### config.mk
export PLATFORM = sky130hd
export DESIGN_NAME = quad_encoder_x4_counter_top
export DESIGN_NICKNAME = d
export VERILOG_FILES = /design/src/hdl/qenc_pkg.sv /design/src/hdl/quad_encoder_x4_counter_top.sv /design/src/hdl/qenc_lane.sv /design/src/hdl/qenc_scale.sv
export SDC_FILE = /design/constraint.sdc
export NUM_CORES = 1
export LEC_CHECK = 0
export BUFFER_PORTS_ARGS = -buffer_cell sky130_fd_sc_hd__buf_2
export CAP_MARGIN = 20
export CORE_MARGIN = 5
export CORE_UTILIZATION = 41
export DETAILED_ROUTE_END_ITERATION = 6
export PLACE_DENSITY = 0.66
export SLEW_MARGIN = 20
export SYNTH_ARGS = -nofsm -noshare
export SYNTH_HDL_FRONTEND = slang
export SYNTH_HIERARCHICAL = 1
export SYNTH_SLANG_ARGS = --single-unit
export TNS_END_PERCENT = 100
### constraint.sdc
create_clock -name clk_i -period 7.11 [get_ports clk_i]
set_input_delay 1.0665 -clock clk_i [delete_from_list [all_inputs] [get_ports clk_i]]
set_output_delay 1.0665 -clock clk_i [all_outputs]
set_load 0.01 [all_outputs]
### src/hdl/qenc_pkg.sv
// Shared types and constants for the four-channel x4 quadrature decoder.
// Used by the lane, scaling and top-level modules; no dependencies.
package qenc_pkg;

  localparam int NumEncoders   = 4;
  localparam int CountBits     = 16;
  localparam int PhaseBits     = 4;
  localparam int ChanBits      = 2;
  localparam int RecipBits     = 24;
  localparam int ReadCountBits = 16;
  localparam int RevBits       = 32;
  localparam int FracShift     = 16;

  localparam logic [RecipBits-1:0] RecipReset = 24'd71583;

  // One pin sample plus an optional read request
  typedef struct packed {
    logic [PhaseBits-1:0] phase_a;
    logic [PhaseBits-1:0] phase_b;
    logic                 read_request;
    logic [ChanBits-1:0]  read_channel;
  } qenc_in_t;

  // One read answer (all zero when no read)
  typedef struct packed {
    logic                            read_valid;
    logic signed [ReadCountBits-1:0] read_count;
    logic signed [RevBits-1:0]       revolutions_q16;
  } qenc_out_t;

endpackage

### src/hdl/quad_encoder_x4_counter_top.sv
// Four-channel x4 quadrature decoder with read-and-clear counters.
// 3 register stages: selected count, product and output register.
// Throughput 1 item per cycle unless out_ready_i stalls; each count update feeds the next sample.
// Reset (async, active low) clears pin history, counts and pipeline valids and
// loads the reciprocal register with its default. No clearing pass is needed.
module quad_encoder_x4_counter_top #(
  parameter int NUM_ENCODERS = qenc_pkg::NumEncoders,
  parameter int COUNT_BITS   = qenc_pkg::CountBits
) (
  input  logic                           clk_i,
  input  logic                           rst_ni,
  input  logic                           in_valid_i,
  output logic                           in_ready_o,
  input  qenc_pkg::qenc_in_t             in_data_i,
  output logic                           out_valid_o,
  input  logic                           out_ready_i,
  output qenc_pkg::qenc_out_t            out_data_o,
  input  logic                           cfg_valid_i,
  output logic                           cfg_ready_o,
  input  logic [qenc_pkg::RecipBits-1:0] cfg_data_i
);

  logic [qenc_pkg::RecipBits-1:0] recip_q;
  logic                           in_xfer, rd_ok;
  logic                           rdy1, rdy2, rdy3;
  logic                           v1_q, v2_q, v3_q;
  logic                           rd1_q;
  logic signed [COUNT_BITS-1:0]   cnt1_q, sel_cnt;
  logic signed [COUNT_BITS-1:0]   cnt_next [NUM_ENCODERS];
  logic signed [COUNT_BITS-1:0]   cnt_cur  [NUM_ENCODERS];
  qenc_pkg::qenc_out_t            res2, res3_q;

  // Configuration register, always ready
  assign cfg_ready_o = 1'b1;
  always_ff @(posedge clk_i or negedge rst_ni) begin
    if (!rst_ni) begin
      recip_q <= qenc_pkg::RecipReset;
    end else if (cfg_valid_i) begin
      recip_q <= cfg_data_i;
    end
  end

  // Pipeline handshake: a stage loads when it is empty or drains this cycle
  assign rdy3       = !v3_q || out_ready_i;
  assign rdy2       = !v2_q || rdy3;
  assign rdy1       = !v1_q || rdy2;
  assign in_ready_o = rdy1;
  assign in_xfer    = in_valid_i && rdy1;
  assign rd_ok      = in_data_i.read_request &&
                      (32'(in_data_i.read_channel) < NUM_ENCODERS);

  // Decoder lanes
  for (genvar i = 0; i < NUM_ENCODERS; i++) begin : g_lane
    logic pin_a, pin_b, clr;
    if (i < qenc_pkg::PhaseBits) begin : g_pin
      assign pin_a = in_data_i.phase_a[i];
      assign pin_b = in_data_i.phase_b[i];
    end else begin : g_nopin
      assign pin_a = 1'b0;
      assign pin_b = 1'b0;
    end
    assign clr = rd_ok && (32'(in_data_i.read_channel) == i);

    qenc_lane #(.COUNT_BITS(COUNT_BITS)) u_lane (
      .clk_i      (clk_i),
      .rst_ni     (rst_ni),
      .en_i       (in_xfer),
      .clr_i      (clr),
      .a_i        (pin_a),
      .b_i        (pin_b),
      .cnt_next_o (cnt_next[i]),
      .cnt_o      (cnt_cur[i])
    );
  end

  // Merge: pick the updated count of the selected lane
  always_comb begin
    sel_cnt = '0;
    for (int i = 0; i < NUM_ENCODERS; i++) begin
      if (rd_ok && 32'(in_data_i.read_channel) == i) sel_cnt = cnt_next[i];
    end
  end

  // Stage 1: selected count
  always_ff @(posedge clk_i or negedge rst_ni) begin
    if (!rst_ni) begin
      v1_q <= 1'b0;
    end else if (rdy1) begin
      v1_q <= in_valid_i;
    end
  end
  always_ff @(posedge clk_i) begin
    if (in_xfer) begin
      rd1_q  <= rd_ok;
      cnt1_q <= sel_cnt;
    end
  end

  // Stage 2: product
  always_ff @(posedge clk_i or negedge rst_ni) begin
    if (!rst_ni) begin
      v2_q <= 1'b0;
    end else if (rdy2) begin
      v2_q <= v1_q;
    end
  end

  qenc_scale #(.COUNT_BITS(COUNT_BITS)) u_scale (
    .clk_i   (clk_i),
    .en_i    (rdy2 && v1_q),
    .rd_i    (rd1_q),
    .cnt_i   (cnt1_q),
    .recip_i (recip_q),
    .res_o   (res2)
  );

  // Stage 3: output register
  always_ff @(posedge clk_i or negedge rst_ni) begin
    if (!rst_ni) begin
      v3_q <= 1'b0;
    end else if (rdy3) begin
      v3_q <= v2_q;
    end
  end
  always_ff @(posedge clk_i) begin
    if (rdy3 && v2_q) begin
      res3_q <= res2;
    end
  end

  assign out_valid_o = v3_q;
  assign out_data_o  = res3_q;

  // Checks
  a_noread_zero: assert property (@(posedge clk_i) disable iff (!rst_ni)
    out_valid_o && !out_data_o.read_valid |->
      out_data_o.read_count == '0 && out_data_o.revolutions_q16 == '0)
    else $error("non-read result carries data");

  a_rev_sign_pos: assert property (@(posedge clk_i) disable iff (!rst_ni)
    out_valid_o && out_data_o.read_count >= 0 |-> out_data_o.revolutions_q16 >= 0)
    else $error("revolutions sign mismatch on non-negative count");

  a_rev_sign_neg: assert property (@(posedge clk_i) disable iff (!rst_ni)
    out_valid_o && out_data_o.read_count < 0 |-> out_data_o.revolutions_q16 <= 0)
    else $error("revolutions sign mismatch on negative count");

  a_clear_lane0: assert property (@(posedge clk_i) disable iff (!rst_ni)
    in_valid_i && in_ready_o && in_data_i.read_request &&
    in_data_i.read_channel == '0 |=> cnt_cur[0] == '0)
    else $error("read did not clear channel 0");

endmodule

### src/hdl/qenc_lane.sv
// One decoder lane: edge detection, x4 direction rules and saturating count.
// Depends on qenc_pkg for default widths.
module qenc_lane #(
  parameter int COUNT_BITS = qenc_pkg::CountBits
) (
  input  logic                         clk_i,
  input  logic                         rst_ni,
  input  logic                         en_i,
  input  logic                         clr_i,
  input  logic                         a_i,
  input  logic                         b_i,
  output logic signed [COUNT_BITS-1:0] cnt_next_o,
  output logic signed [COUNT_BITS-1:0] cnt_o
);

  localparam logic signed [COUNT_BITS-1:0] CntMax = {1'b0, {(COUNT_BITS-1){1'b1}}};
  localparam logic signed [COUNT_BITS-1:0] CntMin = {1'b1, {(COUNT_BITS-1){1'b0}}};

  logic                         pa_q, pb_q;
  logic signed [COUNT_BITS-1:0] cnt_q;
  logic                         edge_a, edge_b, step, up;

  // Decode a single edge; simultaneous edges cancel
  always_comb begin
    edge_a = a_i ^ pa_q;
    edge_b = b_i ^ pb_q;
    step   = edge_a ^ edge_b;
    up     = edge_a ? (a_i == b_i) : (a_i != b_i);
    cnt_next_o = cnt_q;
    if (step) begin
      if (up && cnt_q != CntMax) begin
        cnt_next_o = cnt_q + COUNT_BITS'(1);
      end else if (!up && cnt_q != CntMin) begin
        cnt_next_o = cnt_q - COUNT_BITS'(1);
      end
    end
  end

  // Commit the sample and count on each input transfer
  always_ff @(posedge clk_i or negedge rst_ni) begin
    if (!rst_ni) begin
      pa_q  <= 1'b0;
      pb_q  <= 1'b0;
      cnt_q <= '0;
    end else if (en_i) begin
      pa_q  <= a_i;
      pb_q  <= b_i;
      cnt_q <= clr_i ? '0 : cnt_next_o;
    end
  end

  assign cnt_o = cnt_q;

endmodule

### src/hdl/qenc_scale.sv
// Merge output stage: clamp the read count, multiply by the Q0.32 reciprocal,
// then shift to Q16 and saturate. Depends on qenc_pkg.
module qenc_scale #(
  parameter int COUNT_BITS = qenc_pkg::CountBits
) (
  input  logic                                  clk_i,
  input  logic                                  en_i,
  input  logic                                  rd_i,
  input  logic signed [COUNT_BITS-1:0]          cnt_i,
  input  logic [qenc_pkg::RecipBits-1:0]        recip_i,
  output qenc_pkg::qenc_out_t                   res_o
);

  localparam int PW = COUNT_BITS + qenc_pkg::RecipBits + 1;
  localparam int SW = PW - qenc_pkg::FracShift;
  localparam int RB = qenc_pkg::RevBits;
  localparam int CB = qenc_pkg::ReadCountBits;

  logic signed [PW-1:0] prod_d, prod_q;
  logic signed [CB-1:0] cnt16_d, cnt16_q;
  logic                 rd_q;
  logic signed [SW-1:0] shifted;
  logic signed [RB-1:0] rev;

  // Clamp the count to the result field width
  if (COUNT_BITS <= CB) begin : g_cnt_ext
    assign cnt16_d = CB'(cnt_i);
  end else begin : g_cnt_sat
    localparam logic signed [COUNT_BITS-1:0] CMax =
      {{(COUNT_BITS-CB+1){1'b0}}, {(CB-1){1'b1}}};
    localparam logic signed [COUNT_BITS-1:0] CMin =
      {{(COUNT_BITS-CB+1){1'b1}}, {(CB-1){1'b0}}};
    always_comb begin
      if (cnt_i > CMax) cnt16_d = CMax[CB-1:0];
      else if (cnt_i < CMin) cnt16_d = CMin[CB-1:0];
      else cnt16_d = cnt_i[CB-1:0];
    end
  end

  assign prod_d = PW'(cnt_i) * $signed({1'b0, recip_i});

  // Register the product
  always_ff @(posedge clk_i) begin
    if (en_i) begin
      prod_q  <= prod_d;
      cnt16_q <= cnt16_d;
      rd_q    <= rd_i;
    end
  end

  // Arithmetic shift gives the floor; saturate to the revolutions width
  assign shifted = prod_q[PW-1:qenc_pkg::FracShift];

  if (SW <= RB) begin : g_rev_ext
    assign rev = RB'(shifted);
  end else begin : g_rev_sat
    localparam logic signed [SW-1:0] RMax = {{(SW-RB+1){1'b0}}, {(RB-1){1'b1}}};
    localparam logic signed [SW-1:0] RMin = {{(SW-RB+1){1'b1}}, {(RB-1){1'b0}}};
    always_comb begin
      if (shifted > RMax) rev = RMax[RB-1:0];
      else if (shifted < RMin) rev = RMin[RB-1:0];
      else rev = shifted[RB-1:0];
    end
  end

  always_comb begin
    res_o.read_valid      = rd_q;
    res_o.read_count      = cnt16_q;
    res_o.revolutions_q16 = rev;
  end

endmodule

==> impl_metrics.env, run 1 <==
export IMPL_layout_nets=3128
export IMPL_synth_seq_area_share=0.227
export IMPL_synth_top_family_by_area="adder cells"
export IMPL_grt_first_pass_wirelength_um=109000
export IMPL_cts_num_sinks=207
export IMPL_crit_top_cell="fa_1"
export IMPL_post_cts_resized=0
export IMPL_synth_distinct_cells=99
export IMPL_max_cap_viol_count=0
export IMPL_htreeDepth=1
export IMPL_die_y_um=258
export IMPL_dp_slack_ns=0.316
export IMPL_cp_start_kind="register"
export IMPL_arrival_ns=7.15
export IMPL_run_status="complete, no violations"
export IMPL_synth_area_um2=25200
export IMPL_finalSetupViolCount=0
export IMPL_r2r_start="cnt1_q[8]"
export IMPL_yosys_area_share_adder=0.315
export IMPL_syn_num_nets=3111
export IMPL_drtIter0Drc=1435
export IMPL_seq_area_um2=5730
export IMPL_via_per_inst=5.52
export IMPL_dp_hpwl_um=50700
export IMPL_finalInstanceArea_um2=27100
export IMPL_synth_xor_area_frac=0.0410
export IMPL_synth_seq_cells=207
export IMPL_r2r_slack_ns=0.30
export IMPL_pin_count=92
export IMPL_maxSlewHeadroom=0.312
export IMPL_ys_flop_type="edfxtp_1"
export IMPL_path_clk_slew_ns=0.07
export IMPL_crit_buf_inv=6
export IMPL_dieArea_um2=66600
export IMPL_cpLargestDelayFamily="adder cells"
export IMPL_route_detailed_drc=0
export IMPL_synth_edf_count=108
export IMPL_min_from="u_scale/prod_q[32]"
export IMPL_yosys_warnings=6
export IMPL_grt_pass1_vias=19900
export IMPL_fillers=5805
export IMPL_slowest_delay_ns=0.82
export IMPL_overflow=0
export IMPL_drtPass1Iterations=5
export IMPL_finalWirelength_um=68000
export IMPL_final_min_clock_period_ns=6.81
export IMPL_worst_pin_slew_ns=1.02
export IMPL_port_buffers=90
export IMPL_numCtsBuffers=27
export IMPL_die_x_um=258
export IMPL_r2r_end="u_scale/prod_q[39]"
export IMPL_maxSlewViolCount=0
export IMPL_fin_ws_ns=0.300
export IMPL_grt_max_degree=61
export IMPL_min_period_over_period=0.958
export IMPL_synthSimpleGateAreaFrac=0.190
export IMPL_hold_depth=0
export IMPL_cts_setup_buffers=0
export IMPL_cts_tree="done"
export IMPL_place_area_um2=26100
export IMPL_synthArstFlopShare=0.478
export IMPL_netlist_instances=2619
export IMPL_drive_gt1_frac=0.117
export IMPL_critPathKind="register to register"
export IMPL_utilization=0.442
export IMPL_gp_congestion=0.909
export IMPL_cp_slowest_cell="edfxtp_1"
export IMPL_crit_fanout=13
export IMPL_synth_compound_area_frac=0.0991
export IMPL_rr_worst_depth=20
export IMPL_clock_skew_ns=0.0211
export IMPL_multi_input_area_um2=17000
export IMPL_clkLatencyLatePin_ns=0.59
export IMPL_end_kind="register"
export IMPL_coreArea_um2=61300
export IMPL_fmax_mhz=147
export IMPL_postCtsHoldBufs=0
export IMPL_hp_class="register to register"
export IMPL_start_util=0.412
export IMPL_routedWlPerCell_um=19.7
export IMPL_fin_tns_setup_ns=0
export IMPL_antenna_found_initial=7
export IMPL_ant_nets=0
export IMPL_syn_to_final_growth_pct=7.47
export IMPL_hold_path_end="out_data_o[16]"
export IMPL_path_cells="buf_4 > nand2_1 > fa_1 > inv_1 > fa_1 > inv_1 > fa_1 > inv_1 > fa_1 > fa_1 > inv_1 > fa_1 > inv_1 > ha_1 > nand4_1 > o311ai_2 > and2_4 > a31oi_2 > o21ba_1 > xnor2_1"
export IMPL_finalHoldViolations=0
export IMPL_track_usage=0.202
export IMPL_required_ns=7.45
export IMPL_rsz0062_at_grt="false"
export IMPL_vias=19000
export IMPL_synth_mux_area_frac=0.0283
export IMPL_rows=91
export IMPL_synth_area_per_cell_um2=9.63
export IMPL_clock_tree_root_cell="clkbuf_16"
export IMPL_cts_max_path_buffers=3
==> metal layers <==
metal | part of all wire | GRT usage
met1 | 0.43 | 0.274
met2 | 0.47 | 0.331
met3 | 0.076 | 0.0425
met4 | 0.029 | 0.0555
met5 | 0.00090 | 0
==> cells by family (layout without fill, tap and decap cells) <==
kind of cell | Yosys count | in the layout
buffers and inverters | 572 | 610
other | 1 | 2
AOI/OAI and AO/OA | 332 | 332
and+or+nand+nor | 882 | 882
adders and majority gates | 452 | 452
DFF | 207 | 207
xor gates and xnor gates | 106 | 106
muxes | 67 | 67
==> registers in the layout, summed over array words and instances (netlist names), 4 cells and up <==
register	count
g_lane.u_lane/cnt_o	64
out_data_o	49
u_scale/prod_q	25
recip_q	24
cnt1_q	16
u_scale/cnt16_q	16
g_lane.u_lane/pa_q	4
g_lane.u_lane/pb_q	4
==> layout make-up <==
type                            count  area share
Sequential cell                   207       0.212
Multi-Input combinational cell   1840       0.628
Timing Repair Buffer              128      0.0286
Antenna cell                        1   0.0000924
Tap cell                          790      0.0365
Clock buffer                       31      0.0262
Clock inverter                     19     0.00942
Inverter                          432      0.0598
==> how the worst max path moves through the flow <==
stage | from | endpoint | slack [ns] | cells past startpoint
global route | cnt1_q[4] | u_scale/prod_q[39] | 0.05 | 19
floorplan | recip_q[12] | u_scale/prod_q[39] | 1.15 | 21
detailed placement | cnt1_q[8] | u_scale/prod_q[39] | 0.32 | 20
CTS | cnt1_q[8] | u_scale/prod_q[39] | 0.30 | 20
finish | cnt1_q[8] | u_scale/prod_q[39] | 0.30 | 20
global placement | cnt1_q[8] | u_scale/prod_q[39] | 0.42 | 20
==> Yosys cell counts, types with 13 or more instances <==
master | number | area share
nand3_1 | 60 | 0.012
edfxtp_1 | 108 | 0.13
nor2_1 | 135 | 0.020
o211ai_1 | 14 | 0.0042
buf_4 | 32 | 0.0095
fa_1 | 305 | 0.24
nor4_1 | 33 | 0.0082
o21a_1 | 13 | 0.0039
nand2b_1 | 28 | 0.0069
dfrtp_1 | 88 | 0.087
buf_6 | 23 | 0.010
nor3_1 | 49 | 0.0097
ha_1 | 147 | 0.073
mux2i_1 | 32 | 0.013
xor2_1 | 18 | 0.0063
a21o_1 | 13 | 0.0039
o21ai_0 | 43 | 0.0085
clkbuf_1 | 72 | 0.011
xnor2_1 | 77 | 0.027
and2_1 | 168 | 0.042
nand4_1 | 18 | 0.0045
and3_1 | 13 | 0.0032
o21ai_1 | 32 | 0.0064
a21oi_1 | 42 | 0.0083
nand2_1 | 263 | 0.039
o22ai_1 | 26 | 0.0065
nor2b_1 | 15 | 0.0037
mux2_2 | 35 | 0.016
o31a_1 | 28 | 0.0097
inv_1 | 432 | 0.064
==> cell usage in the layout, fill, tap and decap left out, types with 18 or more instances in the layout <==
| cell | instances |
|---|---|
| fa_1 | 305 |
| o21ai_0 | 43 |
| ha_1 | 147 |
| buf_4 | 36 |
| o21ai_1 | 32 |
| a21oi_1 | 42 |
| mux2_2 | 35 |
| nand3_1 | 60 |
| edfxtp_1 | 108 |
| nand2_1 | 263 |
| nor3_1 | 49 |
| nand2b_1 | 28 |
| dfrtp_1 | 88 |
| and2_1 | 166 |
| xnor2_1 | 77 |
| xor2_1 | 18 |
| mux2i_1 | 32 |
| buf_2 | 89 |
| o31a_1 | 28 |
| inv_1 | 432 |
| nor2_1 | 135 |
| clkbuf_16 | 27 |
| nor4_1 | 33 |
| o22ai_1 | 26 |
| nand4_1 | 18 |
==> through the flow <==
stage                     hold WS (ns)  instances
after floorplan                  0.400       2619
after global placement           0.401       3397
after detailed placement         0.405       3397
after CTS                        0.403       3447
after global routing             0.424       3447
final                            0.413       3448
Power of run 1 is not shown: default switching activity piles up to over one toggle a cycle in this logic, so the estimate is an artifact.
==> run 2, diff against run 1 <==
--- a/config.mk
+++ b/config.mk
@@ -5,7 +5,7 @@
 export SDC_FILE = /design/constraint.sdc
 export NUM_CORES = 1
 export LEC_CHECK = 0
-export BUFFER_PORTS_ARGS = -buffer_cell sky130_fd_sc_hd__buf_2
+export BUFFER_PORTS_ARGS = -buffer_cell sky130_fd_sc_hd__clkbuf_2
 export CAP_MARGIN = 20
 export CORE_MARGIN = 5
 export CORE_UTILIZATION = 41
==> run 2 against run 1 <==
Non-clock buffer count fell by 5. Flip-flop and latch count did not move. Highest routed layer unchanged. Largest cell class unchanged. Critical path depth shrank 2. Final cell count shrank 0.15%. Cell area down 0.24%. Maximum frequency up 0.86%. Worst setup slack better by 0.058 ns. Count of clock-buffer cells in the layout decreased by 3. Clock skew down 0.0053 ns.
==> impl_metrics.env, run 2 (synthesis results as in run 1) <==
export IMPL_finalWirelength_um=67700
export IMPL_path_cells="and2_1 > fa_1 > inv_1 > fa_1 > fa_1 > inv_1 > fa_1 > fa_1 > inv_1 > fa_1 > inv_1 > ha_1 > nand4_1 > o311ai_2 > a31oi_2 > o21bai_4 > a21oi_4 > o311ai_2"
export IMPL_maxSlewHeadroom=0.283
export IMPL_overflow=0
export IMPL_use_met1=0.274
export IMPL_required_ns=7.50
export IMPL_drive_gt1_frac=0.115
export IMPL_finalSetupViolCount=0
export IMPL_startpoint="cnt1_q[6]"
export IMPL_via_per_inst=5.52
export IMPL_layout_common_cells="432 x inv_1, 305 x fa_1, 263 x nand2_1, 166 x and2_1, 147 x ha_1"
export IMPL_grt_busiest_layer="met2"
export IMPL_min_period_over_period=0.950
export IMPL_rr_worst_depth=18
export IMPL_rows=91
export IMPL_grt_max_degree=57
export IMPL_finalHoldViolations=0
export IMPL_routedWlPerCell_um=19.7
export IMPL_route_detailed_drc=0
export IMPL_end_kind="register"
export IMPL_ant_nets=0
export IMPL_fmax_mhz=148
export IMPL_max_cap_viol_count=0
export IMPL_drtPass1Iterations=6
export IMPL_clkLatencyLatePin_ns=0.59
export IMPL_grtUsageMet2=0.326
export IMPL_track_usage=0.200
export IMPL_r2r_start="cnt1_q[6]"
export IMPL_endpoint="u_scale/prod_q[37]"
export IMPL_final_common_cell="inv_1"
export IMPL_layout_nets=3123
export IMPL_clock_tree_root_cell="clkbuf_16"
export IMPL_grt_pass1_vias=19700
export IMPL_run_status="complete, no violations"
export IMPL_coreArea_um2=61300
export IMPL_cts_setup_buffers=0
export IMPL_cts_max_path_buffers=3
export IMPL_htreeDepth=1
export IMPL_antenna_found_initial=6
export IMPL_port_buffers=90
export IMPL_final_min_clock_period_ns=6.75
export IMPL_start_util=0.412
export IMPL_drtIter0Drc=1372
export IMPL_grt_first_pass_wirelength_um=108000
export IMPL_arrival_ns=7.14
export IMPL_postCtsHoldBufs=0
export IMPL_fin_tns_setup_ns=0
export IMPL_largest_reg_flops=64
export IMPL_crit_top_cell="fa_1"
export IMPL_post_cts_resized=0
export IMPL_numCtsBuffers=27
export IMPL_whs_ns=0.411
export IMPL_cp_slowest_cell="edfxtp_1"
export IMPL_vias=19000
export IMPL_hp_class="register to register"
export IMPL_die_x_um=258
export IMPL_clock_skew_ns=0.0158
export IMPL_worst_pin_slew_ns=1.08
export IMPL_cts_num_sinks=207
export IMPL_cts_tree="done"
export IMPL_use_met3=0.0385
export IMPL_r2r_end="u_scale/prod_q[37]"
export IMPL_critPathKind="register to register"
export IMPL_dp_hpwl_um=51100
export IMPL_r2r_slack_ns=0.36
export IMPL_crit_fanout=25
export IMPL_slowest_delay_ns=0.93
export IMPL_utilization=0.441
export IMPL_rsz0062_at_grt="false"
export IMPL_maxSlewViolCount=0
export IMPL_dieArea_um2=66600
export IMPL_path_clk_slew_ns=0.07
export IMPL_syn_to_final_growth_pct=7.21
export IMPL_gp_congestion=0.897
export IMPL_die_y_um=258
export IMPL_cp_start_kind="register"
export IMPL_pin_count=92
run 2: through the flow:
step           cell area (um2)  setup slack, ns  instances
2_1_floorplan            25200             1.15       2619
3_3_place_gp             26100            0.426       3391
3_5_place_dp             26100            0.310       3391
4_1_cts                  27000            0.276       3441
5_1_grt                  27000           0.0490       3442
6_report                 27000            0.358       3443
run 2: critical path, delay by kind of cell (launching register included):
kind                       cells  cell delay, ns
and+or+nand+nor                2            0.50
DFF                            1            0.93
AOI/OAI and AO/OA              5            1.56
buffers and inverters          4            0.24
adders and majority gates      7            3.30
run 2: worst min path at each step:
stage	start	to	slack [ns]	cells past startpoint
2_1_floorplan	u_scale/prod_q[16]	out_data_o[0]	0.40	0
6_report	u_scale/cnt16_q[13]	out_data_o[45]	0.41	0
5_1_grt	u_scale/prod_q[37]	out_data_o[21]	0.42	0
3_5_place_dp	u_scale/prod_q[37]	out_data_o[21]	0.40	0
4_1_cts	u_scale/prod_q[37]	out_data_o[21]	0.41	0
3_3_place_gp	u_scale/cnt16_q[9]	out_data_o[41]	0.40	0
run 2: final cells by class:
cell class,instances,area (um2)
clock inverters,22,272
inverters,432,1620
multi-input cells,1840,17000
well taps,790,988
repair buffers,123,717
flip-flops and latches,207,5730
diodes,1,2.50
clock buffers,28,679
fillers,5805,34200
run 2: per-layer routing:
layer	share of wire	wire, um
met4	0.029	1980
met1	0.43	29000
met2	0.46	31400
met3	0.077	5210
met5	0.00050	34
Power of run 2 is left out for the same reason.
